[config.mk]
export PLATFORM = sky130hd
export DESIGN_NAME = time_of_day_clock_arith_core_flat
export DESIGN_NICKNAME = d
export VERILOG_FILES = /design/src/design/todca_pkg.sv /design/src/design/todca_req_if.sv /design/src/design/todca_rsp_if.sv /design/src/design/todca_front.sv /design/src/design/todca_queue.sv /design/src/design/todca_back.sv /design/src/design/time_of_day_clock_arith_core.sv /design/src/flat_wrapper.sv
export SDC_FILE = /design/constraint.sdc
export NUM_CORES = 2
export LEC_CHECK = 0
export ABC_AREA = 0
export BUFFER_PORTS_ARGS = -buffer_cell sky130_fd_sc_hd__buf_4
export CAP_MARGIN = 20
export CORE_ASPECT_RATIO = 1.4
export CORE_MARGIN = 10
export CORE_UTILIZATION = 35
export DETAILED_ROUTE_END_ITERATION = 8
export PLACE_DENSITY_LB_ADDON = 0.25
export REMOVE_ABC_BUFFERS = 1
export SLEW_MARGIN = 10
export SYNTH_ARGS = -nofsm -noshare
export SYNTH_HDL_FRONTEND = slang
export SYNTH_SLANG_ARGS = --single-unit
[constraint.sdc]
create_clock -name clk -period 7.6 [get_ports clk]
set_input_delay 2.28 -clock clk [delete_from_list [all_inputs] [get_ports clk]]
set_output_delay 2.28 -clock clk [all_outputs]
set_load 0.02 [all_outputs]
[src/design/todca_pkg.sv]
package todca_pkg;

    // Time-of-day radices
    localparam int unsigned SEC_PER_MIN  = 60;
    localparam int unsigned MIN_PER_HOUR = 60;
    localparam int unsigned HOUR_PER_DAY = 24;
    localparam int unsigned MAX_HOUR     = 23;
    localparam int unsigned MAX_MIN      = 59;
    localparam int unsigned MAX_SEC      = 59;
    localparam int unsigned SEC_PER_HOUR = SEC_PER_MIN * MIN_PER_HOUR;
    localparam int unsigned SEC_PER_DAY  = SEC_PER_HOUR * HOUR_PER_DAY;
    localparam int unsigned MIN_PER_DAY  = MIN_PER_HOUR * HOUR_PER_DAY;

    // Field widths
    localparam int CMD_W    = 3;
    localparam int UNIT_W   = 2;
    localparam int AMOUNT_W = 32;
    localparam int MAG_W    = AMOUNT_W - 1;
    localparam int HOUR_W   = 5;
    localparam int MIN_W    = 6;
    localparam int SEC_W    = 6;
    localparam int DAYS_W   = 27;

    // Command codes
    localparam logic [CMD_W-1:0] CMD_ADD   = 3'd0;
    localparam logic [CMD_W-1:0] CMD_SUB   = 3'd1;
    localparam logic [CMD_W-1:0] CMD_SET   = 3'd2;
    localparam logic [CMD_W-1:0] CMD_CLEAR = 3'd3;
    localparam logic [CMD_W-1:0] CMD_CMP   = 3'd4;

    // Unit codes
    localparam logic [UNIT_W-1:0] UNIT_SEC  = 2'd0;
    localparam logic [UNIT_W-1:0] UNIT_MIN  = 2'd1;
    localparam logic [UNIT_W-1:0] UNIT_HOUR = 2'd2;
    localparam logic [UNIT_W-1:0] UNIT_NONE = 2'd3;

    // Whole days out of a 31-bit count: q = (x * RCP) >> SHF, exact for x < 2^31
    localparam int unsigned SHF_DAY_SEC  = 48;
    localparam int unsigned SHF_DAY_MIN  = 42;
    localparam int unsigned SHF_DAY_HOUR = 36;
    localparam logic [31:0] RCP_DAY_SEC  =
        32'(((64'd1 << SHF_DAY_SEC) + 64'(SEC_PER_DAY) - 64'd1) / 64'(SEC_PER_DAY));
    localparam logic [31:0] RCP_DAY_MIN  =
        32'(((64'd1 << SHF_DAY_MIN) + 64'(MIN_PER_DAY) - 64'd1) / 64'(MIN_PER_DAY));
    localparam logic [31:0] RCP_DAY_HOUR =
        32'(((64'd1 << SHF_DAY_HOUR) + 64'(HOUR_PER_DAY) - 64'd1) / 64'(HOUR_PER_DAY));

    // Hours out of the 17-bit remainder within a day
    localparam int REM_W = 17;
    localparam int unsigned SHF_HR_SEC  = 29;
    localparam int unsigned SHF_HR_MIN  = 23;
    localparam int unsigned SHF_HR_HOUR = 17;
    localparam logic [17:0] RCP_HR_SEC  =
        18'(((64'd1 << SHF_HR_SEC) + 64'(SEC_PER_HOUR) - 64'd1) / 64'(SEC_PER_HOUR));
    localparam logic [17:0] RCP_HR_MIN  =
        18'(((64'd1 << SHF_HR_MIN) + 64'(MIN_PER_HOUR) - 64'd1) / 64'(MIN_PER_HOUR));
    localparam logic [17:0] RCP_HR_HOUR = 18'(64'd1 << SHF_HR_HOUR);

    // Minutes out of the 12-bit remainder within an hour
    localparam int REM2_W = 12;
    localparam int unsigned SHF_MN_SEC  = 18;
    localparam int unsigned SHF_MN_ONE  = 12;
    localparam logic [12:0] RCP_MN_SEC  =
        13'(((64'd1 << SHF_MN_SEC) + 64'(SEC_PER_MIN) - 64'd1) / 64'(SEC_PER_MIN));
    localparam logic [12:0] RCP_MN_ONE  = 13'(64'd1 << SHF_MN_ONE);

    // Queue between front and back
    localparam int QDEPTH = 8;
    localparam int QPTR_W = $clog2(QDEPTH);
    localparam int QCNT_W = $clog2(QDEPTH + 1);

    typedef enum logic [3:0] {
        OP_NOP,
        OP_REJECT,
        OP_ADD,
        OP_SUB,
        OP_SET_H,
        OP_SET_M,
        OP_SET_S,
        OP_CLEAR,
        OP_CMP
    } op_t;

    // Classified command with the count already split into days:h:m:s
    typedef struct packed {
        op_t               op;
        logic [DAYS_W-1:0] days;
        logic [HOUR_W-1:0] dh;
        logic [MIN_W-1:0]  dm;
        logic [SEC_W-1:0]  ds;
        logic [MIN_W-1:0]  set_val;
        logic [HOUR_W-1:0] oh;
        logic [MIN_W-1:0]  om;
        logic [SEC_W-1:0]  os;
    } item_t;

endpackage

[src/design/todca_req_if.sv]
interface todca_req_if import todca_pkg::*; ();

    logic                       valid;
    logic                       ready;
    logic [CMD_W-1:0]           cmd;
    logic [UNIT_W-1:0]          unit;
    logic signed [AMOUNT_W-1:0] amount;
    logic [HOUR_W-1:0]          other_hour;
    logic [MIN_W-1:0]           other_minute;
    logic [SEC_W-1:0]           other_second;

    modport source (
        output valid, cmd, unit, amount, other_hour, other_minute, other_second,
        input  ready
    );

    modport sink (
        input  valid, cmd, unit, amount, other_hour, other_minute, other_second,
        output ready
    );

endinterface

[src/design/todca_rsp_if.sv]
interface todca_rsp_if import todca_pkg::*; ();

    logic              valid;
    logic              ready;
    logic [HOUR_W-1:0] now_hour;
    logic [MIN_W-1:0]  now_minute;
    logic [SEC_W-1:0]  now_second;
    logic [DAYS_W-1:0] day_carry;
    logic              is_before;
    logic              is_equal;
    logic              is_after;
    logic              rejected;

    modport source (
        output valid, now_hour, now_minute, now_second, day_carry,
               is_before, is_equal, is_after, rejected,
        input  ready
    );

    modport sink (
        input  valid, now_hour, now_minute, now_second, day_carry,
               is_before, is_equal, is_after, rejected,
        output ready
    );

endinterface

[src/design/todca_front.sv]
module todca_front import todca_pkg::*; (
    input  logic        clk,
    input  logic        rst_n,
    todca_req_if.sink   req,
    input  logic        pop,
    output logic        push,
    output item_t       item
);

    localparam int NSTG = 6;

    typedef struct packed {
        op_t               op;
        logic [UNIT_W-1:0] unit;
        logic [MIN_W-1:0]  set_val;
        logic [HOUR_W-1:0] oh;
        logic [MIN_W-1:0]  om;
        logic [SEC_W-1:0]  os;
    } ctx_t;

    logic              fire;
    logic [QCNT_W-1:0] used_reg;
    logic [QCNT_W-1:0] used_next;
    logic [NSTG-1:0]   vld_reg;
    logic [NSTG-1:0]   vld_next;
    ctx_t              ctx_in;
    ctx_t              ctx_reg [NSTG];
    logic [MAG_W-1:0]  mag;

    // stage 1
    logic [MAG_W-1:0]        amt1_reg;
    logic [MAG_W+31:0]       p1_next;
    logic [MAG_W+31:0]       p1_reg;
    logic [31:0]             rcp_day;
    // stage 2
    logic [MAG_W+31:0]       p1_sh;
    logic [DAYS_W-1:0]       q2_next;
    logic [DAYS_W-1:0]       q2_reg;
    logic [REM_W-1:0]        div_day;
    logic [MAG_W-1:0]        qn2_next;
    logic [MAG_W-1:0]        qn2_reg;
    logic [MAG_W-1:0]        amt2_reg;
    // stage 3
    logic [REM_W-1:0]        r3_next;
    logic [REM_W-1:0]        r3_reg;
    logic [17:0]             rcp_hr;
    logic [REM_W+17:0]       p3_next;
    logic [REM_W+17:0]       p3_reg;
    logic [DAYS_W-1:0]       q3_reg;
    // stage 4
    logic [REM_W+17:0]       p3_sh;
    logic [HOUR_W-1:0]       hr4_next;
    logic [HOUR_W-1:0]       hr4_reg;
    logic [REM2_W-1:0]       div_hr;
    logic [REM_W-1:0]        hn4_next;
    logic [REM_W-1:0]        hn4_reg;
    logic [REM_W-1:0]        r4_reg;
    logic [DAYS_W-1:0]       q4_reg;
    // stage 5
    logic [REM2_W-1:0]       r5_next;
    logic [REM2_W-1:0]       r5_reg;
    logic [12:0]             rcp_mn;
    logic [REM2_W+12:0]      p5_next;
    logic [REM2_W+12:0]      p5_reg;
    logic [HOUR_W-1:0]       hr5_reg;
    logic [DAYS_W-1:0]       q5_reg;
    // stage 6
    logic [REM2_W+12:0]      p5_sh;
    logic [MIN_W-1:0]        mn6_next;
    logic [MIN_W-1:0]        mn6_reg;
    logic [MIN_W-1:0]        div_mn;
    logic [REM2_W-1:0]       mns6_next;
    logic [REM2_W-1:0]       mns6_reg;
    logic [REM2_W-1:0]       r6_reg;
    logic [HOUR_W-1:0]       hr6_reg;
    logic [DAYS_W-1:0]       q6_reg;

    // Credit: items accepted and not yet taken by the back end
    assign req.ready = (used_reg < QCNT_W'(QDEPTH));
    assign fire      = req.valid && req.ready;
    assign used_next = used_reg + QCNT_W'(fire) - QCNT_W'(pop);
    assign vld_next  = {vld_reg[NSTG-2:0], fire};
    assign mag       = req.amount[MAG_W-1:0];

    // Classify the command
    always_comb
    begin
        ctx_in.unit    = req.unit;
        ctx_in.set_val = req.amount[MIN_W-1:0];
        ctx_in.oh      = req.other_hour;
        ctx_in.om      = req.other_minute;
        ctx_in.os      = req.other_second;
        unique case (req.cmd)
            CMD_ADD:
                ctx_in.op = (req.amount[AMOUNT_W-1] || req.unit == UNIT_NONE)
                            ? OP_REJECT : OP_ADD;
            CMD_SUB:
                ctx_in.op = (req.amount[AMOUNT_W-1] || req.unit == UNIT_NONE)
                            ? OP_REJECT : OP_SUB;
            CMD_SET:
            begin
                if (req.amount[AMOUNT_W-1])
                begin
                    ctx_in.op = OP_REJECT;
                end
                else
                begin
                    unique case (req.unit)
                        UNIT_HOUR: ctx_in.op = (mag > MAG_W'(MAX_HOUR)) ? OP_REJECT : OP_SET_H;
                        UNIT_MIN:  ctx_in.op = (mag > MAG_W'(MAX_MIN))  ? OP_REJECT : OP_SET_M;
                        UNIT_SEC:  ctx_in.op = (mag > MAG_W'(MAX_SEC))  ? OP_REJECT : OP_SET_S;
                        default:   ctx_in.op = OP_REJECT;
                    endcase
                end
            end
            CMD_CLEAR: ctx_in.op = OP_CLEAR;
            CMD_CMP:   ctx_in.op = OP_CMP;
            default:   ctx_in.op = OP_NOP;
        endcase
    end

    // Stage 1: count times reciprocal of the unit's day length
    always_comb
    begin
        unique case (req.unit)
            UNIT_SEC: rcp_day = RCP_DAY_SEC;
            UNIT_MIN: rcp_day = RCP_DAY_MIN;
            default:  rcp_day = RCP_DAY_HOUR;
        endcase
        p1_next = (MAG_W + 32)'(mag) * (MAG_W + 32)'(rcp_day);
    end

    // Stage 2: whole days and their length in units
    always_comb
    begin
        unique case (ctx_reg[0].unit)
            UNIT_SEC:
            begin
                p1_sh   = p1_reg >> SHF_DAY_SEC;
                div_day = REM_W'(SEC_PER_DAY);
            end
            UNIT_MIN:
            begin
                p1_sh   = p1_reg >> SHF_DAY_MIN;
                div_day = REM_W'(MIN_PER_DAY);
            end
            default:
            begin
                p1_sh   = p1_reg >> SHF_DAY_HOUR;
                div_day = REM_W'(HOUR_PER_DAY);
            end
        endcase
        q2_next  = p1_sh[DAYS_W-1:0];
        qn2_next = MAG_W'(q2_next * div_day);
    end

    // Stage 3: remainder within a day, times reciprocal of the hour length
    always_comb
    begin
        r3_next = REM_W'(amt2_reg - qn2_reg);
        unique case (ctx_reg[1].unit)
            UNIT_SEC: rcp_hr = RCP_HR_SEC;
            UNIT_MIN: rcp_hr = RCP_HR_MIN;
            default:  rcp_hr = RCP_HR_HOUR;
        endcase
        p3_next = (REM_W + 18)'(r3_next) * (REM_W + 18)'(rcp_hr);
    end

    // Stage 4: hours and their length in units
    always_comb
    begin
        unique case (ctx_reg[2].unit)
            UNIT_SEC:
            begin
                p3_sh  = p3_reg >> SHF_HR_SEC;
                div_hr = REM2_W'(SEC_PER_HOUR);
            end
            UNIT_MIN:
            begin
                p3_sh  = p3_reg >> SHF_HR_MIN;
                div_hr = REM2_W'(MIN_PER_HOUR);
            end
            default:
            begin
                p3_sh  = p3_reg >> SHF_HR_HOUR;
                div_hr = REM2_W'(1);
            end
        endcase
        hr4_next = p3_sh[HOUR_W-1:0];
        hn4_next = REM_W'(hr4_next * div_hr);
    end

    // Stage 5: remainder within an hour, times reciprocal of the minute length
    always_comb
    begin
        r5_next = REM2_W'(r4_reg - hn4_reg);
        unique case (ctx_reg[3].unit)
            UNIT_SEC: rcp_mn = RCP_MN_SEC;
            default:  rcp_mn = RCP_MN_ONE;
        endcase
        p5_next = (REM2_W + 13)'(r5_next) * (REM2_W + 13)'(rcp_mn);
    end

    // Stage 6: minutes and their length in units
    always_comb
    begin
        unique case (ctx_reg[4].unit)
            UNIT_SEC:
            begin
                p5_sh  = p5_reg >> SHF_MN_SEC;
                div_mn = MIN_W'(SEC_PER_MIN);
            end
            default:
            begin
                p5_sh  = p5_reg >> SHF_MN_ONE;
                div_mn = MIN_W'(1);
            end
        endcase
        mn6_next  = p5_sh[MIN_W-1:0];
        mns6_next = REM2_W'(mn6_next * div_mn);
    end

    // Hand the split count to the queue
    assign push         = vld_reg[NSTG-1];
    assign item.op      = ctx_reg[NSTG-1].op;
    assign item.days    = q6_reg;
    assign item.dh      = hr6_reg;
    assign item.dm      = mn6_reg;
    assign item.ds      = SEC_W'(r6_reg - mns6_reg);
    assign item.set_val = ctx_reg[NSTG-1].set_val;
    assign item.oh      = ctx_reg[NSTG-1].oh;
    assign item.om      = ctx_reg[NSTG-1].om;
    assign item.os      = ctx_reg[NSTG-1].os;

    always_ff @(posedge clk or negedge rst_n)
    begin
        if (!rst_n)
        begin
            used_reg <= '0;
            vld_reg  <= '0;
        end
        else
        begin
            used_reg <= used_next;
            vld_reg  <= vld_next;
        end
    end

    // Payload advances every cycle; valid bits mark live stages
    always_ff @(posedge clk)
    begin
        ctx_reg[0] <= ctx_in;
        for (int i = 1; i < NSTG; i++)
        begin
            ctx_reg[i] <= ctx_reg[i-1];
        end
        amt1_reg <= mag;
        p1_reg   <= p1_next;
        q2_reg   <= q2_next;
        qn2_reg  <= qn2_next;
        amt2_reg <= amt1_reg;
        q3_reg   <= q2_reg;
        r3_reg   <= r3_next;
        p3_reg   <= p3_next;
        q4_reg   <= q3_reg;
        r4_reg   <= r3_reg;
        hr4_reg  <= hr4_next;
        hn4_reg  <= hn4_next;
        q5_reg   <= q4_reg;
        hr5_reg  <= hr4_reg;
        r5_reg   <= r5_next;
        p5_reg   <= p5_next;
        q6_reg   <= q5_reg;
        hr6_reg  <= hr5_reg;
        r6_reg   <= r5_reg;
        mn6_reg  <= mn6_next;
        mns6_reg <= mns6_next;
    end

endmodule

[src/design/todca_queue.sv]
module todca_queue import todca_pkg::*; (
    input  logic  clk,
    input  logic  rst_n,
    input  logic  push,
    input  item_t wdata,
    input  logic  pop,
    output item_t rdata,
    output logic  nonempty
);

    item_t             mem [QDEPTH];
    logic [QPTR_W-1:0] wr_reg;
    logic [QPTR_W-1:0] wr_next;
    logic [QPTR_W-1:0] rd_reg;
    logic [QPTR_W-1:0] rd_next;
    logic [QCNT_W-1:0] cnt_reg;
    logic [QCNT_W-1:0] cnt_next;
    logic              hv_reg;
    logic              hv_next;
    item_t             head_reg;
    logic              load;
    logic              from_mem;
    logic              bypass;
    logic              wr_en;

    // The head register is free when empty or being popped; refill it from
    // the memory first, else straight from an incoming push
    assign load     = !hv_reg || pop;
    assign from_mem = load && (cnt_reg != '0);
    assign bypass   = load && (cnt_reg == '0) && push;
    assign wr_en    = push && !bypass;
    assign wr_next  = wr_en    ? wr_reg + QPTR_W'(1) : wr_reg;
    assign rd_next  = from_mem ? rd_reg + QPTR_W'(1) : rd_reg;
    assign cnt_next = cnt_reg + QCNT_W'(wr_en) - QCNT_W'(from_mem);
    assign hv_next  = load ? (from_mem || push) : 1'b1;
    assign nonempty = hv_reg;
    assign rdata    = head_reg;

    always_ff @(posedge clk or negedge rst_n)
    begin
        if (!rst_n)
        begin
            wr_reg  <= '0;
            rd_reg  <= '0;
            cnt_reg <= '0;
            hv_reg  <= 1'b0;
        end
        else
        begin
            wr_reg  <= wr_next;
            rd_reg  <= rd_next;
            cnt_reg <= cnt_next;
            hv_reg  <= hv_next;
        end
    end

    always_ff @(posedge clk)
    begin
        if (wr_en)
        begin
            mem[wr_reg] <= wdata;
        end
        if (from_mem)
        begin
            head_reg <= mem[rd_reg];
        end
        else if (bypass)
        begin
            head_reg <= wdata;
        end
    end

endmodule

[src/design/todca_back.sv]
module todca_back import todca_pkg::*; (
    input  logic        clk,
    input  logic        rst_n,
    input  logic        head_valid,
    input  item_t       head,
    output logic        pop,
    todca_rsp_if.source rsp
);

    logic [HOUR_W-1:0] hour_reg;
    logic [HOUR_W-1:0] hour_next;
    logic [MIN_W-1:0]  minute_reg;
    logic [MIN_W-1:0]  minute_next;
    logic [SEC_W-1:0]  second_reg;
    logic [SEC_W-1:0]  second_next;
    logic              ovld_reg;
    logic              ovld_next;
    logic [DAYS_W-1:0] days_reg;
    logic [DAYS_W-1:0] days_next;
    logic              before_reg;
    logic              before_next;
    logic              equal_reg;
    logic              equal_next;
    logic              after_reg;
    logic              after_next;
    logic              rej_reg;
    logic              rej_next;

    logic [SEC_W:0]    s_sum;
    logic [MIN_W:0]    m_sum;
    logic [HOUR_W:0]   h_sum;
    logic              cs;
    logic              cm;
    logic              cd;
    logic [SEC_W:0]    s_dif;
    logic [MIN_W:0]    m_dif;
    logic [HOUR_W:0]   h_dif;
    logic              bs;
    logic              bm;
    logic              bd;
    logic [SEC_W-1:0]  s_add;
    logic [MIN_W-1:0]  m_add;
    logic [HOUR_W-1:0] h_add;
    logic [SEC_W-1:0]  s_sub;
    logic [MIN_W-1:0]  m_sub;
    logic [HOUR_W-1:0] h_sub;
    logic [HOUR_W+MIN_W+SEC_W-1:0] cur_time;
    logic [HOUR_W+MIN_W+SEC_W-1:0] oth_time;

    // Take the next item when the output register is free or being drained
    assign pop = head_valid && (!ovld_reg || rsp.ready);

    // Mixed-radix add with carry
    always_comb
    begin
        s_sum = (SEC_W + 1)'(second_reg) + (SEC_W + 1)'(head.ds);
        cs    = (s_sum >= (SEC_W + 1)'(SEC_PER_MIN));
        s_add = cs ? SEC_W'(s_sum - (SEC_W + 1)'(SEC_PER_MIN)) : s_sum[SEC_W-1:0];
        m_sum = (MIN_W + 1)'(minute_reg) + (MIN_W + 1)'(head.dm) + (MIN_W + 1)'(cs);
        cm    = (m_sum >= (MIN_W + 1)'(MIN_PER_HOUR));
        m_add = cm ? MIN_W'(m_sum - (MIN_W + 1)'(MIN_PER_HOUR)) : m_sum[MIN_W-1:0];
        h_sum = (HOUR_W + 1)'(hour_reg) + (HOUR_W + 1)'(head.dh) + (HOUR_W + 1)'(cm);
        cd    = (h_sum >= (HOUR_W + 1)'(HOUR_PER_DAY));
        h_add = cd ? HOUR_W'(h_sum - (HOUR_W + 1)'(HOUR_PER_DAY)) : h_sum[HOUR_W-1:0];
    end

    // Mixed-radix subtract with borrow
    always_comb
    begin
        s_dif = (SEC_W + 1)'(second_reg) - (SEC_W + 1)'(head.ds);
        bs    = s_dif[SEC_W];
        s_sub = bs ? SEC_W'(s_dif + (SEC_W + 1)'(SEC_PER_MIN)) : s_dif[SEC_W-1:0];
        m_dif = (MIN_W + 1)'(minute_reg) - (MIN_W + 1)'(head.dm) - (MIN_W + 1)'(bs);
        bm    = m_dif[MIN_W];
        m_sub = bm ? MIN_W'(m_dif + (MIN_W + 1)'(MIN_PER_HOUR)) : m_dif[MIN_W-1:0];
        h_dif = (HOUR_W + 1)'(hour_reg) - (HOUR_W + 1)'(head.dh) - (HOUR_W + 1)'(bm);
        bd    = h_dif[HOUR_W];
        h_sub = bd ? HOUR_W'(h_dif + (HOUR_W + 1)'(HOUR_PER_DAY)) : h_dif[HOUR_W-1:0];
    end

    assign cur_time = {hour_reg, minute_reg, second_reg};
    assign oth_time = {head.oh, head.om, head.os};

    always_comb
    begin
        hour_next   = hour_reg;
        minute_next = minute_reg;
        second_next = second_reg;
        days_next   = '0;
        before_next = 1'b0;
        equal_next  = 1'b0;
        after_next  = 1'b0;
        rej_next    = 1'b0;
        ovld_next   = pop ? 1'b1 : (ovld_reg && !rsp.ready);
        if (pop)
        begin
            unique case (head.op)
                OP_ADD:
                begin
                    hour_next   = h_add;
                    minute_next = m_add;
                    second_next = s_add;
                    days_next   = head.days + DAYS_W'(cd);
                end
                OP_SUB:
                begin
                    hour_next   = h_sub;
                    minute_next = m_sub;
                    second_next = s_sub;
                    days_next   = head.days + DAYS_W'(bd);
                end
                OP_SET_H: hour_next   = head.set_val[HOUR_W-1:0];
                OP_SET_M: minute_next = head.set_val;
                OP_SET_S: second_next = head.set_val[SEC_W-1:0];
                OP_CLEAR:
                begin
                    hour_next   = '0;
                    minute_next = '0;
                    second_next = '0;
                end
                OP_CMP:
                begin
                    before_next = (cur_time < oth_time);
                    equal_next  = (cur_time == oth_time);
                    after_next  = (cur_time > oth_time);
                end
                OP_REJECT: rej_next = 1'b1;
                default:   rej_next = 1'b0;
            endcase
        end
    end

    always_ff @(posedge clk or negedge rst_n)
    begin
        if (!rst_n)
        begin
            hour_reg   <= '0;
            minute_reg <= '0;
            second_reg <= '0;
            ovld_reg   <= 1'b0;
        end
        else
        begin
            hour_reg   <= hour_next;
            minute_reg <= minute_next;
            second_reg <= second_next;
            ovld_reg   <= ovld_next;
        end
    end

    always_ff @(posedge clk)
    begin
        if (pop)
        begin
            days_reg   <= days_next;
            before_reg <= before_next;
            equal_reg  <= equal_next;
            after_reg  <= after_next;
            rej_reg    <= rej_next;
        end
    end

    // Time fields only change on a pop, which also loads the result
    assign rsp.valid      = ovld_reg;
    assign rsp.now_hour   = hour_reg;
    assign rsp.now_minute = minute_reg;
    assign rsp.now_second = second_reg;
    assign rsp.day_carry  = days_reg;
    assign rsp.is_before  = before_reg;
    assign rsp.is_equal   = equal_reg;
    assign rsp.is_after   = after_reg;
    assign rsp.rejected   = rej_reg;

endmodule

[src/design/time_of_day_clock_arith_core.sv]
// Channel  Side  Handshake     Payload
// req      in    valid/ready   cmd, unit, amount, other_hour, other_minute, other_second
// rsp      out   valid/ready   now_hour, now_minute, now_second, day_carry,
//                              is_before, is_equal, is_after, rejected
//
// One transfer per cycle on each channel, sustained while rsp is not stalled; a
// command's result is presented on rsp after passing six front stages, the queue
// head and the output register.
// The count split into days:h:m:s runs in the front pipeline; the clock
// registers are updated by a combinational mixed-radix add/subtract in the back end.
// Reset (rst_n low, asynchronous) clears the time to 00:00:00 and empties both parts.
// When rsp stalls, the front keeps filling the 8-entry queue; req.ready drops
// once 8 commands are outstanding between req transfer and back-end pickup.
module time_of_day_clock_arith_core import todca_pkg::*; (
    input  logic        clk,
    input  logic        rst_n,
    todca_req_if.sink   req,
    todca_rsp_if.source rsp
);

    // front -> queue
    logic  push;
    item_t push_item;

    // queue -> back
    logic  head_valid;
    item_t head;
    logic  pop;

    // Classify commands and split the count into whole days plus h:m:s
    todca_front u_front (
        .clk   (clk),
        .rst_n (rst_n),
        .req   (req),
        .pop   (pop),
        .push  (push),
        .item  (push_item)
    );

    // Decouple the front pipeline from the clock update; the front's credit
    // count keeps the queue from overflowing
    todca_queue u_queue (
        .clk      (clk),
        .rst_n    (rst_n),
        .push     (push),
        .wdata    (push_item),
        .pop      (pop),
        .rdata    (head),
        .nonempty (head_valid)
    );

    // Apply the command to the clock registers and hold the result
    todca_back u_back (
        .clk        (clk),
        .rst_n      (rst_n),
        .head_valid (head_valid),
        .head       (head),
        .pop        (pop),
        .rsp        (rsp)
    );

endmodule
[src/flat_wrapper.sv]
// flat-port wrapper written by rule: the top's interface ports become plain ports
module time_of_day_clock_arith_core_flat import todca_pkg::*;
  (clk, rst_n, req_valid, req_cmd, req_unit, req_amount, req_other_hour, req_other_minute, req_other_second, req_ready, rsp_valid, rsp_now_hour, rsp_now_minute, rsp_now_second, rsp_day_carry, rsp_is_before, rsp_is_equal, rsp_is_after, rsp_rejected, rsp_ready);
  todca_req_if req_i ();
  todca_rsp_if rsp_i ();
  input  logic clk;
  input  logic rst_n;
  input wire logic [$bits(req_i.valid)-1:0] req_valid;
  input wire logic [$bits(req_i.cmd)-1:0] req_cmd;
  input wire logic [$bits(req_i.unit)-1:0] req_unit;
  input wire logic [$bits(req_i.amount)-1:0] req_amount;
  input wire logic [$bits(req_i.other_hour)-1:0] req_other_hour;
  input wire logic [$bits(req_i.other_minute)-1:0] req_other_minute;
  input wire logic [$bits(req_i.other_second)-1:0] req_other_second;
  output wire logic [$bits(req_i.ready)-1:0] req_ready;
  output wire logic [$bits(rsp_i.valid)-1:0] rsp_valid;
  output wire logic [$bits(rsp_i.now_hour)-1:0] rsp_now_hour;
  output wire logic [$bits(rsp_i.now_minute)-1:0] rsp_now_minute;
  output wire logic [$bits(rsp_i.now_second)-1:0] rsp_now_second;
  output wire logic [$bits(rsp_i.day_carry)-1:0] rsp_day_carry;
  output wire logic [$bits(rsp_i.is_before)-1:0] rsp_is_before;
  output wire logic [$bits(rsp_i.is_equal)-1:0] rsp_is_equal;
  output wire logic [$bits(rsp_i.is_after)-1:0] rsp_is_after;
  output wire logic [$bits(rsp_i.rejected)-1:0] rsp_rejected;
  input wire logic [$bits(rsp_i.ready)-1:0] rsp_ready;
  assign req_i.valid = req_valid;
  assign req_i.cmd = req_cmd;
  assign req_i.unit = req_unit;
  assign req_i.amount = req_amount;
  assign req_i.other_hour = req_other_hour;
  assign req_i.other_minute = req_other_minute;
  assign req_i.other_second = req_other_second;
  assign req_ready = req_i.ready;
  assign rsp_valid = rsp_i.valid;
  assign rsp_now_hour = rsp_i.now_hour;
  assign rsp_now_minute = rsp_i.now_minute;
  assign rsp_now_second = rsp_i.now_second;
  assign rsp_day_carry = rsp_i.day_carry;
  assign rsp_is_before = rsp_i.is_before;
  assign rsp_is_equal = rsp_i.is_equal;
  assign rsp_is_after = rsp_i.is_after;
  assign rsp_rejected = rsp_i.rejected;
  assign rsp_i.ready = rsp_ready;
  time_of_day_clock_arith_core u_core (.clk(clk), .rst_n(rst_n), .req(req_i), .rsp(rsp_i));
endmodule
**Yosys cells after proc, flatten, opt, wreduce, memory -nomap -nowiden**

Memories as Yosys holds them, arrays and structs flattened.
Cells that the tools add are included.

- Register bits after elaboration: 523
- Bits in writable memories: 742
- Bits of input ports: 58
- Output and inout port bits: 50
- Word-level logic and storage cells: 172
- Memories kept: 2

Memory list:

| memory | words | width | rd ports | clocked after Yosys merged registers in | write ports | RTL line | RTL |
|---|---|---|---|---|---|---|---|
| u_core.u_queue.mem | 8 | 71 | 1 | 0 | 1 | todca_queue.sv:11 | `item_t mem [QDEPTH];` |
| u_core.u_front.ctx_reg | 6 | 29 | 6 | 0 | 6 | todca_front.sv:27 | `ctx_t ctx_reg [NSTG];` |

- $add $sub $neg: 27
- Multipliers: 6
- Order comparisons: 8
- Eq/ne operators: 19
- Mux-type cells: 34
- Reduce and logical (&&, ||, !) cells: 31

Operator list:

| cell | number |
|---|---|
| 2-to-1 mux 71 bit | 2 |
| case mux 27 bit (2 select lines) | 2 |
| multiplier 31 x 32 -> 63 bit | 1 |
| case mux 31 bit (2 select lines) | 1 |
| adder 27 x 1 -> 27 bit | 2 |
| case mux 6 bit (4 select lines) | 2 |
| 2-to-1 mux 6 bit | 6 |
| multiplier 17 x 18 -> 34 bit | 1 |
| case mux 17 bit (2 select lines) | 1 |
| greater-than comparator 31 x 5 -> 1 bit (second input constant) | 1 |
| greater-than comparator 31 x 6 -> 1 bit (second input constant) | 1 |
| case mux 15 bit (2 select lines) | 1 |
| multiplier 27 x 17 -> 17 bit | 1 |
| multiplier 12 x 13 -> 24 bit | 1 |
| case mux 12 bit (2 select lines) | 1 |
| case mux 4 bit (5 select lines) | 1 |
| case mux 5 bit (4 select lines) | 1 |
| == test 17 bit | 1 |
| greater-than comparator 17 bit | 1 |
| less-than comparator 17 bit | 1 |
| subtractor 17 bit | 1 |
| == test 4 x 3 -> 1 bit (second input constant) | 4 |
| nonzero test 4 bit | 4 |
| adder 6 x 6 -> 7 bit | 2 |
| 45 further kinds | 85 |

**Longest topological paths before layout**

- Depth after elaboration: 10
- Mapped depth: 39
- Depth with buffers taken out: 39

**Cells and area by module**

A second synthesis with hierarchy kept.

- Cells, all modules: 6512
- Area total of the unflattened synthesis: 78266.3 sq um

By module, submodules not included:

| module | instances | cells each | area each (sq um) | seq. area each (sq um) |
|---|---|---|---|---|
| todca_front | 1 | 4575 | 47426.7 | 9579.2 |
| todca_queue | 1 | 1355 | 25784.7 | 19463.7 |
| todca_back | 1 | 582 | 5054.8 | 1381.3 |

**Least setup slack after synthesis**

OpenSTA, ideal clock, no wires.

- Kind: input to register
- From: in rsp_ready
- To: mem u_core.u_queue.mem[0][0] (netlist bit) (enable)
- Library setup time: 0.676 ns
- Arrival time: 9.567 ns
- Required time: 6.924 ns
- Path slack: -2.643 ns
- Cell stages on the path: 4
- Path buffers: 0
- Cells stage by stage: nand2b_1 > nor2_1 > o21ai_1 > nor4_1

- Longest elaborated chain between the ends: 9

Ends and longest elaborated chain:

| element | RTL line | RTL |
|---|---|---|
| start, declared | flat_wrapper.sv:25 | `input wire logic [$bits(rsp_i.ready)-1:0] rsp_ready;` |
| logical OR 1 bit | todca_back.sv:51 | `assign pop = head_valid && (!ovld_reg \|\| rsp.ready);` |
| logical AND 1 bit | todca_back.sv:51 |  |
| logical OR 1 bit | todca_queue.sv:28 | `assign load = !hv_reg \|\| pop;` |
| logical AND 1 bit (2 in a row) | todca_queue.sv:30 | `assign bypass = load && (cnt_reg == '0) && push;` |
| logical NOT 1 bit | todca_queue.sv:31 | `assign wr_en = push && !bypass;` |
| logical AND 1 bit | todca_queue.sv:31 |  |
| 2-to-1 mux 1 bit | todca_queue.sv:59 | `if (wr_en)` |
| 2-to-1 mux 1 bit (implied by the code) | todca_queue.sv:61 | `mem[wr_reg] <= wdata;` |
| end, declared | todca_queue.sv:11 |  |

Every way passes these cells.

**Final worst setup path**

- From: in req_unit[1]
- To: reg u_core.u_front.p1_reg[46]

- Longest elaborated chain between the ends: 3
- Elaborated cells between the ends (all ways): 4
- Those cells by class: 1 x mul; 1 x eq/ne; 1 x mux; 1 x reduce/logical

Ends and longest elaborated chain:

| element | RTL line | RTL |
|---|---|---|
| start, declared | flat_wrapper.sv:10 | `input wire logic [$bits(req_i.unit)-1:0] req_unit;` |
| == test 2 x 1 -> 1 bit / logical NOT 2 bit (equally long branches) | todca_front.sv:125 | `unique case (req.unit)` |
| case mux 31 bit (2 select lines) * | todca_front.sv:125 |  |
| multiplier 31 x 32 -> 63 bit * | todca_front.sv:130 | `p1_next = (MAG_W + 32)'(mag) * (MAG_W + 32)'(rcp_day);` |
| via u_core.u_front.p1_next[46] | todca_front.sv:32 | `logic [MAG_W+31:0] p1_next;` |
| end signal, assigned | todca_front.sv:258 | `p1_reg <= p1_next;` |
| end, declared | todca_front.sv:33 | `logic [MAG_W+31:0] p1_reg;` |

Mark *: on every way through the listed nets, which the timed path passes. The rest lies on a longest branch.
A chain may end at the register's enable or synchronous reset.

==> reports/qor.yml <==
clocking:
  clk_path_buf_depth: 3
  htreeDepth: 3
  cts_buffers: 102
  cts_tree: "yes"
  path_clk_slew_ps: 70
  cts_hold_buf: 0
  clock_latency_ps: 730
  cts-root-buf: "clkbuf_16"
  clkSinkCount: 1175
critical_path:
  r2r-end: "u_core.u_front.p3_reg[33]"
  cp-start-kind: "input pin"
  startpoint: "req_unit[1]"
  crit_required_ps: 8250
  r2r_slack_ps: 360
  timing.rr.start: "u_core.u_front.qn2_reg[3]"
  rr_worst_depth: 30
  slowest_delay_ps: 550
  arrival_ps: 9560
  worstSetupPathType: "input pin to flop"
  crit_slowest_cell: "fa_2"
  end_kind: "flop"
  crit_path_end: "u_core.u_front.p1_reg[46]"
  crit_fanout: 7
die:
  die_h_um: 572
  start_util: 0.352
  io_pins: 108
  dieArea_um2: 237000
  die_w_um: 414
  rows: 202
  coreArea_um2: 217000
logic_synthesis:
  yosys_register_bits: 1175
  yosysWarnings: 0
  synth_cell_types: 76
  syn_inst: 6038
  yosysSeqAreaShare: 0.399
  synth_edf_count: 670
  synth_area_um2: 76200
  syn_area_per_cell_um2: 12.6
  ys.flop_type: "edfxtp_1"
  async_flop_share: 0.0332
grt:
  antenna_found_initial: 7
  grt_start_max_net_pins: 146
  grt_pass1_vias: 51400
  grt_usage: 0.177
  grt_pass1_wl_um: 317000
  overflow: 0
route:
  wl_per_cell_um: 21.5
  vias: 45600
  drt_first_pass_iters: 5
  antenna_left: 0
  routed_via_density: 4.67
  route.detailed.drc: 0
  drt_wl_total_um: 210000
  drt_iter0_drc: 2174
layout:
  most-common-layout-cells: "inv_1, ha_1, fa_1"
  fill_cells: 20300
  area_growth_syn_to_layout_pct: 19.1
  final_cells: 9774
  mostFrequentLayoutCell: "inv_1"
  finish.instance_area_um2: 90700
  drive_gt1_frac: 0.205
  largest_reg_flops: 568
  nets: 8567
timing:
  relSlewSlack: 0.310
  rsz0062_at_grt: "yes"
  period_needed_ps: 8900
  worst_slack_ps: -1300
  slew_viol_final: 0
  worstMarginPinSlew_ps: 1030
  skew_ps: 39.8
  fin_crit_sh: 1.17
  max_freq_mhz: 112
  setup_violations: 27
  hold_viol: 0
  fin_setup_tns_ps: -31100
status:
  status: "complete, but fails checks"
  violations: "setup timing"
placement:
  place_hpwl_um: 170000
  numPortBuffers: 107
  place_ws_ps: -2440
  dpl.cell_count: 9530
  postPlaceCellArea_um2: 85200
  gp_congestion: 0.960
hold_path:
  hp-class: "flop to flop"
job:
  drv_cap: 0
-- critical path: cells and delay by family --
family,cells,cell delay [ps]
adder cells (fa/ha/maj),9,4230
AO/OA/AOI/OAI,5,830
buffers and inverters,13,1200
AND/OR/NAND/NOR,6,980
-- final cells by class --
| type | count | area, um^2 | area share |
|---|---|---|---|
| clock buffer | 132 | 2970 | 0.0327 |
| antenna | 3 | 7.51 | 0.0000827 |
| tap | 2856 | 3570 | 0.0394 |
| inverter | 1311 | 4930 | 0.0543 |
| timing repair buffer | 806 | 6490 | 0.0715 |
| sequential | 1175 | 30400 | 0.335 |
| multi-input combinational | 3429 | 41600 | 0.459 |
| clock inverter | 62 | 717 | 0.00790 |
-- synth_stat cells (27+ instances only) --
library cell | n | share of area
inv_1 | 1310 | 0.065
fa_1 | 850 | 0.22
ha_1 | 834 | 0.14
edfxtp_1 | 670 | 0.26
dfxtp_1 | 466 | 0.12
nor2_1 | 247 | 0.012
a21oi_1 | 206 | 0.014
nand2_1 | 178 | 0.0088
mux4_2 | 142 | 0.042
xnor2_1 | 118 | 0.014
and2_1 | 108 | 0.0089
mux2i_1 | 95 | 0.012
clkbuf_1 | 92 | 0.0045
o21ai_0 | 70 | 0.0046
nor3_1 | 66 | 0.0043
xor2_1 | 60 | 0.0069
a21o_1 | 57 | 0.0056
nand2b_1 | 40 | 0.0033
dfrtp_1 | 39 | 0.013
nand3_1 | 38 | 0.0025
nor2b_1 | 30 | 0.0025
or2_2 | 27 | 0.0022
-- stage by stage --
| step | hold WS (ps) | utilization |
|---|---|---|
| floorplan | 310 | - |
| global placement | 310 | 0.393 |
| detailed placement | 312 | 0.393 |
| CTS | 324 | 0.415 |
| global route | 329 | 0.419 |
| finish | 315 | 0.419 |
-- kinds of logic (layout without fill, tap and decap cells) --
group | count (synthesis) | after routing | share of synthesized area
compound gates | 503 | 503 | 0.0415
xor+xnor | 179 | 179 | 0.0208
other cells | 1 | 4 | 0.0000492
fa+ha+maj | 1684 | 1684 | 0.360
simple gates | 823 | 823 | 0.0527
buf+inv | 1434 | 2311 | 0.0708
mux | 239 | 239 | 0.0547
flops | 1175 | 1175 | 0.399
-- routing by layer --
metal	up-vias	track usage	share of wire
li1	21300	-	-
met1	23100	0.194	0.38
met3	343	0.0152	0.027
met2	851	0.343	0.54
met5	-	0	0
met4	0	0.0813	0.053
-- how the worst min path moves through the flow --
stage,to,depth (start not counted),start,slack (ps)
6_report,u_core.u_front.q4_reg[4],0,u_core.u_front.q3_reg[4],310
2_1_floorplan,u_core.u_front.amt2_reg[0],0,u_core.u_front.p1_reg[0],310
5_1_grt,u_core.u_front.r6_reg[5],0,u_core.u_front.r5_reg[5],330
3_5_place_dp,u_core.u_front.ctx_reg[5][14],0,u_core.u_front.ctx_reg[4][14],310
4_1_cts,u_core.u_front.amt2_reg[0],0,u_core.u_front.p1_reg[0],320
3_3_place_gp,u_core.u_front.amt2_reg[6],0,u_core.u_front.amt1_reg[6],310
-- what timing repair did --
action,4_1_cts,5_1_grt
setup endpoints to repair,38,54
resized for setup,237,114
setup buffers,23,28
pin swaps,62,90
gates cloned,3,1
Power is not shown: default switching activity piles up to over one toggle a cycle in this logic, so the estimate is an artifact.
